File: config.mk
export PLATFORM = sky130hd
export DESIGN_NAME = secret_code_checker_top
export DESIGN_NICKNAME = d
export VERILOG_FILES = /design/src/rtl/core/scc_pkg.sv /design/src/rtl/core/scc_decipher.sv /design/src/rtl/core/secret_code_checker_top.sv
export SDC_FILE = /design/constraint.sdc
export NUM_CORES = 1
export LEC_CHECK = 0
export BUFFER_PORTS_ARGS = -buffer_cell sky130_fd_sc_hd__buf_4
export CORE_MARGIN = 2
export CORE_UTILIZATION = 39
export CTS_CLUSTER_DIAMETER = 60
export DETAILED_ROUTE_END_ITERATION = 10
export GPL_TIMING_DRIVEN = 0
export HOLD_SLACK_MARGIN = 0.08
export SYNTH_ARGS = -nofsm -noshare
export SYNTH_HDL_FRONTEND = slang
export SYNTH_SLANG_ARGS = --single-unit
export TNS_END_PERCENT = 50
File: constraint.sdc
create_clock -name clk -period 12 [get_ports clk]
set_input_delay 0.6 -clock clk [delete_from_list [all_inputs] [get_ports clk]]
set_output_delay 0.6 -clock clk [all_outputs]
set_load 0.02 [all_outputs]
File: src/rtl/core/scc_pkg.sv
// Package for the secret code checker: per-code state and result word types,
// the fixed XOR deciphering table and the length constants.
// No dependencies.
`timescale 1ns / 1ps
`default_nettype none

package scc_pkg;

  localparam int unsigned SymW     = 6;
  localparam int unsigned CountW   = 5;
  localparam int unsigned SumW     = 4;
  localparam int unsigned HeaderW  = 24;
  localparam int unsigned KindW    = 2;
  localparam int unsigned IdW      = 15;
  localparam int unsigned TableLen = 48;

  localparam logic [CountW-1:0] COUNT_MAX = 5'd31;
  localparam logic [CountW-1:0] LEN_SHORT = 5'd5;
  localparam logic [CountW-1:0] LEN_MID   = 5'd15;
  localparam logic [CountW-1:0] LEN_LONG  = 5'd20;

  // Deciphering table, indexed by table offset plus symbol position
  localparam logic [SymW-1:0] XOR_TABLE [TableLen] = '{
    6'h15, 6'h23, 6'h2E, 6'h04, 6'h0D, 6'h3F, 6'h1A, 6'h10,
    6'h3A, 6'h2F, 6'h1E, 6'h20, 6'h0F, 6'h3E, 6'h36, 6'h37,
    6'h09, 6'h29, 6'h3B, 6'h31, 6'h02, 6'h16, 6'h3D, 6'h38,
    6'h28, 6'h13, 6'h34, 6'h32, 6'h01, 6'h0B, 6'h0A, 6'h35,
    6'h0E, 6'h1B, 6'h12, 6'h2C, 6'h21, 6'h2D, 6'h25, 6'h30,
    6'h19, 6'h2A, 6'h06, 6'h39, 6'h3C, 6'h17, 6'h33, 6'h18
  };

  // State carried from one symbol of a code to the next
  typedef struct packed {
    logic [2:0]         offset_sel;  // table offset divided by four
    logic [CountW-1:0]  count;
    logic [SumW-1:0]    sum;
    logic [HeaderW-1:0] header;
  } scc_state_t;

  // One result word
  typedef struct packed {
    logic             code_ok;
    logic [KindW-1:0] code_kind;
    logic [IdW-1:0]   owner_id;
  } scc_result_t;

  // Table lookup; positions past the end of the table read as zero
  function automatic logic [SymW-1:0] xor_entry(input logic [SymW-1:0] idx);
    logic [SymW-1:0] val;
    val = '0;
    if (idx < SymW'(TableLen)) begin
      val = XOR_TABLE[idx];
    end
    return val;
  endfunction

endpackage

`default_nettype wire

File: src/rtl/core/scc_decipher.sv
// Decipher step for one symbol: table XOR, running checksum, header capture,
// and the result word for a final symbol. Combinational. Uses scc_pkg.
`timescale 1ns / 1ps
`default_nettype none

module scc_decipher (
  input  wire logic [5:0]          symbol,
  input  wire scc_pkg::scc_state_t state_cur,
  output scc_pkg::scc_state_t      state_nxt,
  output scc_pkg::scc_result_t     result
);
  import scc_pkg::*;

  logic            first;
  logic [2:0]      off_sel;
  logic [SymW-1:0] tab_idx;
  logic [SymW-1:0] tab_val;
  logic [SymW-1:0] plain;
  logic            len_ok;
  logic            sum_ok;
  logic            ok;

  // Pick the table offset: from the first symbol, else the held one
  assign first   = (state_cur.count == '0);
  assign off_sel = first ? symbol[5:3] : state_cur.offset_sel;
  assign tab_idx = {1'b0, off_sel, 2'b00} + {1'b0, state_cur.count};
  assign tab_val = xor_entry(tab_idx);

  // Decipher: only the low three bits of the first symbol
  assign plain = first ? (symbol ^ {3'b000, tab_val[2:0]}) : (symbol ^ tab_val);

  // Advance the state for a symbol that is not the last
  always_comb begin
    state_nxt            = state_cur;
    state_nxt.offset_sel = off_sel;
    state_nxt.sum        = SumW'(state_cur.sum + plain[3:0]);
    state_nxt.count      = (state_cur.count == COUNT_MAX) ? COUNT_MAX
                                                          : CountW'(state_cur.count + 5'd1);
    unique case (state_cur.count)
      5'd0:    state_nxt.header = state_cur.header | {plain, 18'd0};
      5'd1:    state_nxt.header = state_cur.header | {6'd0, plain, 12'd0};
      5'd2:    state_nxt.header = state_cur.header | {12'd0, plain, 6'd0};
      5'd3:    state_nxt.header = state_cur.header | {18'd0, plain};
      default: state_nxt.header = state_cur.header;
    endcase
  end

  // Check length and checksum; the last symbol's high bits add nothing mod 16
  assign len_ok = (state_nxt.count == LEN_SHORT) || (state_nxt.count == LEN_MID) ||
                  (state_nxt.count == LEN_LONG);
  assign sum_ok = (state_cur.sum == plain[3:0]);
  assign ok     = len_ok && sum_ok;

  // Read type and id LSB-first; a valid code always has its header complete
  always_comb begin
    result           = '0;
    result.code_ok   = ok;
    if (ok) begin
      result.code_kind = {state_cur.header[19], state_cur.header[20]};
      for (int k = 0; k < IdW; k++) begin
        result.owner_id[k] = state_cur.header[18-k];
      end
    end
  end

endmodule

`default_nettype wire

File: src/rtl/core/secret_code_checker_top.sv
// Top level of the secret code checker: per-code state registers, the
// decipher step and a two-word result buffer. Uses scc_pkg, scc_decipher.
//
// One symbol is accepted per clock cycle while in_stall is low. Each symbol
// is deciphered and folded into the code state as it is accepted; a symbol
// marked last yields one result word, registered for the out_ port, and the
// state returns to zero so the next symbol begins a new code. Results sit
// in a two-word buffer, so input keeps flowing while a result waits;
// in_stall rises only when both buffer words are held by out_stall.
`timescale 1ns / 1ps
`default_nettype none

module secret_code_checker_top (
  input  wire logic        clk,
  input  wire logic        rst_n,
  input  wire logic        in_valid,
  output logic             in_stall,
  input  wire logic [5:0]  in_symbol,
  input  wire logic        in_last_symbol,
  output logic             out_valid,
  input  wire logic        out_stall,
  output logic             out_code_ok,
  output logic [1:0]       out_code_kind,
  output logic [14:0]      out_owner_id
);
  import scc_pkg::*;

  scc_state_t  state_r;
  scc_state_t  state_nxt;
  scc_result_t res_nxt;
  scc_result_t out_r;
  scc_result_t skid_r;
  logic        out_valid_r;
  logic        skid_valid_r;
  logic        in_acc;
  logic        push;
  logic        out_take;

  scc_decipher u_decipher (
    .symbol    (in_symbol),
    .state_cur (state_r),
    .state_nxt (state_nxt),
    .result    (res_nxt)
  );

  assign in_stall = skid_valid_r;
  assign in_acc   = in_valid && !in_stall;
  assign push     = in_acc && in_last_symbol;
  assign out_take = out_valid_r && !out_stall;

  // Hold the code state; clear it after a last symbol
  always_ff @(posedge clk) begin
    if (!rst_n) begin
      state_r <= '0;
    end else if (in_acc) begin
      state_r <= in_last_symbol ? '0 : state_nxt;
    end
  end

  // Result buffer: output word plus a skid word behind it
  always_ff @(posedge clk) begin
    if (!rst_n) begin
      out_valid_r  <= 1'b0;
      skid_valid_r <= 1'b0;
    end else if (skid_valid_r) begin
      if (out_take) begin
        out_r        <= skid_r;
        skid_valid_r <= 1'b0;
      end
    end else if (push) begin
      if (!out_valid_r || out_take) begin
        out_r       <= res_nxt;
        out_valid_r <= 1'b1;
      end else begin
        skid_r       <= res_nxt;
        skid_valid_r <= 1'b1;
      end
    end else if (out_take) begin
      out_valid_r <= 1'b0;
    end
  end

  assign out_valid     = out_valid_r;
  assign out_code_ok   = out_r.code_ok;
  assign out_code_kind = out_r.code_kind;
  assign out_owner_id  = out_r.owner_id;

endmodule

`default_nettype wire

==> metrics.txt <==
fraction of layout instances using a drive strength above 1 0.257; share of synthesized flip-flops with an asynchronous set or reset 0; number of gates resized after CTS 0; data required time of the critical path 12210 ps; via-per-instance ratio 5.47; TritonCTS sink count 67; wire length reported by the detailed router 8400 um; category of the worst setup path launch point register; number of failing hold endpoints at the final stage 0; number of antenna violations at the first check in global routing 0; net count of the mapped netlist 381; number of maximum-capacitance violations 0; detail-routed net length per standard cell 16.3 um; Max-slew headroom 0.487; Detail Route Antenna Nets 0; maximum clock frequency 152 MHz; nature of the critical path endpoint register; Tightest Hold Check Type register to register; Critical Path Sink out_owner_id[13]$_DFFE_PP_; launch point of the worst reg-to-reg path state_r[28]$_SDFFE_PN0P_; share of the cycle needed by the critical path after routing 0.549; # rows 35; clock period minus worst slack 6580 ps; final total negative setup slack 0 ps; length of the first detailed-routing pass in iterations 5; dpl hpwl 6080 um; number of clock buffers inserted by TritonCTS 9; Clock H-tree levels 3; switching power as a share of total power 0.279; critical path class register to register; commonest cells after routing, fill and taps aside sky130_fd_sc_hd__edfxtp_1 (36), sky130_fd_sc_hd__a21oi_1 (34), sky130_fd_sc_hd__nor2_1 (33); overall via count from detail_route 2822; CTS Buffer Depth 2; Reg-to-Reg End out_owner_id[13]$_DFFE_PP_; Post-CTS Repair Setup Buffers 0; via count of the first global-routing pass 2845; final setup vio count 0; GR Util All Layers 0.181; relative contribution of the clock network to total power 0.363; starting utilization of the core area 0.400; number of hold buffers added after cts 0; share of power burned in combinational logic 0.164; Final Slew Violations 0; DRC errors left 0; cell chosen for the clock root sky130_fd_sc_hd__clkbuf_8; clock transition at the registers of the reported paths 70 ps; core region area 9150 um^2; first-pass GRT wire length 14300 um; synthesized netlist cell count 357; Synthesis Warnings 0; number of distinct library cells after synthesis 56; worst setup skew after layout 12.1 ps; maximum net fanout on the critical path 10; VDD IR-drop max 0.0000610 V; Horiz. Die Dim 101 um; startpoint of the most critical setup path state_r[28]$_SDFFE_PN0P_; slew of the pin with the lowest slew margin 763 ps; fill cell count 872; total standard cell area after synthesis 3660 um^2; First DRT Iteration DRCs 97; die height 101 um; cell internal power dissipation 383 uW; unrepaired setup endpoints after global routing false; arrival time of the worst setup path 6800 ps; sequential cell fraction of total power 0.473; sw power 148 uW; latest clock arrival within the worst-skew pair 350 ps; power density over the cells 125 nW/um^2; number of storage elements in the synthesis netlist 67; GPL Wtd Cong 0.884; top flip-flop cell by instance count after synthesis sky130_fd_sc_hd__edfxtp_1; post-synthesis to final-layout area growth 16.4%; CTS tree yes; Static Leakage 0.00167 uW; result of the run finished, final reports clean; area of the die 10200 um^2; maximum number of pins on one net before global-route repair 18; share of synthesized area occupied by flip-flops and latches 0.465; Avg Synthesized Cell Area 10.2 um^2; Port Buffer Count 30; total power consumption of the routed design 531 uW; most common library cell in the layout ignoring fill and taps sky130_fd_sc_hd__edfxtp_1; number of synthesized flops with an enable pin 36; final global-route overflow total 0; Diodes inserted 0; final-stage net count 424; cell depth of the worst flop-to-flop path 20; flop2flop setup slack 5420 ps; ports placed on the boundary 31
-- synthesized netlist by cell type (3+ instances only) --
master                     instances  share of area
sky130_fd_sc_hd__nand2_1          26          0.027
sky130_fd_sc_hd__dfxtp_1          31           0.17
sky130_fd_sc_hd__o211ai_1          4         0.0082
sky130_fd_sc_hd__a21oi_1          35          0.048
sky130_fd_sc_hd__xor2_1            3         0.0072
sky130_fd_sc_hd__nor4_1            4         0.0068
sky130_fd_sc_hd__clkbuf_1          6         0.0062
sky130_fd_sc_hd__buf_2             8          0.011
sky130_fd_sc_hd__xnor2_1           9          0.022
sky130_fd_sc_hd__nor2_1           33          0.034
sky130_fd_sc_hd__o21ai_0          13          0.018
sky130_fd_sc_hd__a31oi_1           9          0.015
sky130_fd_sc_hd__nor2b_1           4         0.0068
sky130_fd_sc_hd__and3_1            9          0.015
sky130_fd_sc_hd__ha_1             11          0.038
sky130_fd_sc_hd__nand3_1           5         0.0068
sky130_fd_sc_hd__and3_4            9          0.028
sky130_fd_sc_hd__inv_1            14          0.014
sky130_fd_sc_hd__a22oi_1           5          0.010
sky130_fd_sc_hd__buf_6             4          0.012
sky130_fd_sc_hd__nor3_1           10          0.014
sky130_fd_sc_hd__buf_1             3         0.0031
sky130_fd_sc_hd__mux2_2           21          0.065
sky130_fd_sc_hd__edfxtp_1         36           0.30
-- worst min path at each step --
stage	startpoint	to	slack [ps]	depth (start not counted)
after floorplan	state_r[11]$_SDFFE_PN0P_	state_r[11]$_SDFFE_PN0P_	420	2
after global placement	state_r[11]$_SDFFE_PN0P_	state_r[11]$_SDFFE_PN0P_	430	2
after detailed placement	state_r[16]$_SDFFE_PN0P_	state_r[16]$_SDFFE_PN0P_	450	2
after CTS	state_r[11]$_SDFFE_PN0P_	state_r[11]$_SDFFE_PN0P_	460	2
after global routing	state_r[5]$_SDFFE_PN0P_	state_r[5]$_SDFFE_PN0P_	490	2
final	state_r[11]$_SDFFE_PN0P_	state_r[11]$_SDFFE_PN0P_	450	2
-- state kept, by name, summed over array words and instances, names as in the netlist --
register       count
out_code_ok        1
skid_r            18
out_valid          1
out_code_kind      2
out_owner_id      15
in_stall           1
state_r           29
-- power groups by stage --
stage                     logic (uW)  registers [uW]  clock network [uW]
after detailed placement        86.3             257                   0
after floorplan                 59.3             258                   0
after global placement          84.7             256                   0
final                           87.0             251                 193
after global routing            97.0             252                 206
after CTS                       86.7             251                 196
-- logic make-up (layout without fill, tap and decap cells) --
kind of cell | Yosys count | in the layout | synth area share
buf+inv | 38 | 86 | 0.0510
simple gates | 117 | 117 | 0.175
fa+ha+maj | 13 | 13 | 0.0486
xor+xnor | 14 | 14 | 0.0397
compound gates | 83 | 83 | 0.138
flops | 67 | 67 | 0.465
mux | 25 | 25 | 0.0824
-- layout make-up --
type | count | area [um^2] | share of cell area
multi-input combinational | 252 | 1780 | 0.418
sequential | 67 | 1700 | 0.400
timing repair buffer | 32 | 248 | 0.0582
tap | 111 | 139 | 0.0326
clock buffer | 10 | 138 | 0.0323
buffer | 22 | 126 | 0.0297
clock inverter | 6 | 65.1 | 0.0153
inverter | 16 | 60.1 | 0.0141
-- metal layers --
| metal | vias to the layer above | part of all wire | global-route usage | routed length (um) |
|---|---|---|---|---|
| li1 | 1394 | - | - | - |
| met1 | 1341 | 0.45 | 0.241 | 3810 |
| met2 | 74 | 0.48 | 0.290 | 4050 |
| met3 | 13 | 0.049 | 0.0326 | 413 |
| met4 | 0 | 0.015 | 0.0780 | 125 |
| met5 | - | 0 | 0 | 0 |
-- stage by stage --
stage / worst slack, ps / hold slack, ps / utilization / cells / area, um^2
2_1_floorplan: 6750 / 417 / - / 357 / 3660
3_3_place_gp: 5490 / 433 / 0.439 / 498 / 4020
3_5_place_dp: 5500 / 446 / 0.443 / 500 / 4050
4_1_cts: 5450 / 462 / 0.465 / 516 / 4260
5_1_grt: 5010 / 492 / 0.465 / 516 / 4260
6_report: 5420 / 454 / 0.465 / 516 / 4260
-- worst max-delay path, stage by stage (launching register included) --
cell and delay (ps):
sky130_fd_sc_hd__dfxtp_1 330, sky130_fd_sc_hd__buf_2 190, sky130_fd_sc_hd__inv_1 180, sky130_fd_sc_hd__ha_1 330
sky130_fd_sc_hd__nor4b_4 520, sky130_fd_sc_hd__mux2_2 410, sky130_fd_sc_hd__ha_1 220, sky130_fd_sc_hd__inv_1 70
sky130_fd_sc_hd__fa_1 430, sky130_fd_sc_hd__buf_2 210, sky130_fd_sc_hd__buf_2 210, sky130_fd_sc_hd__a211o_1 280
sky130_fd_sc_hd__a211oi_1 270, sky130_fd_sc_hd__a41o_1 170, sky130_fd_sc_hd__xor2_1 500, sky130_fd_sc_hd__ha_1 350
sky130_fd_sc_hd__or3_1 400, sky130_fd_sc_hd__nor4_2 690, sky130_fd_sc_hd__buf_2 330, sky130_fd_sc_hd__and3_4 210
sky130_fd_sc_hd__mux2_2 140
(Power assumes the default switching activity.)
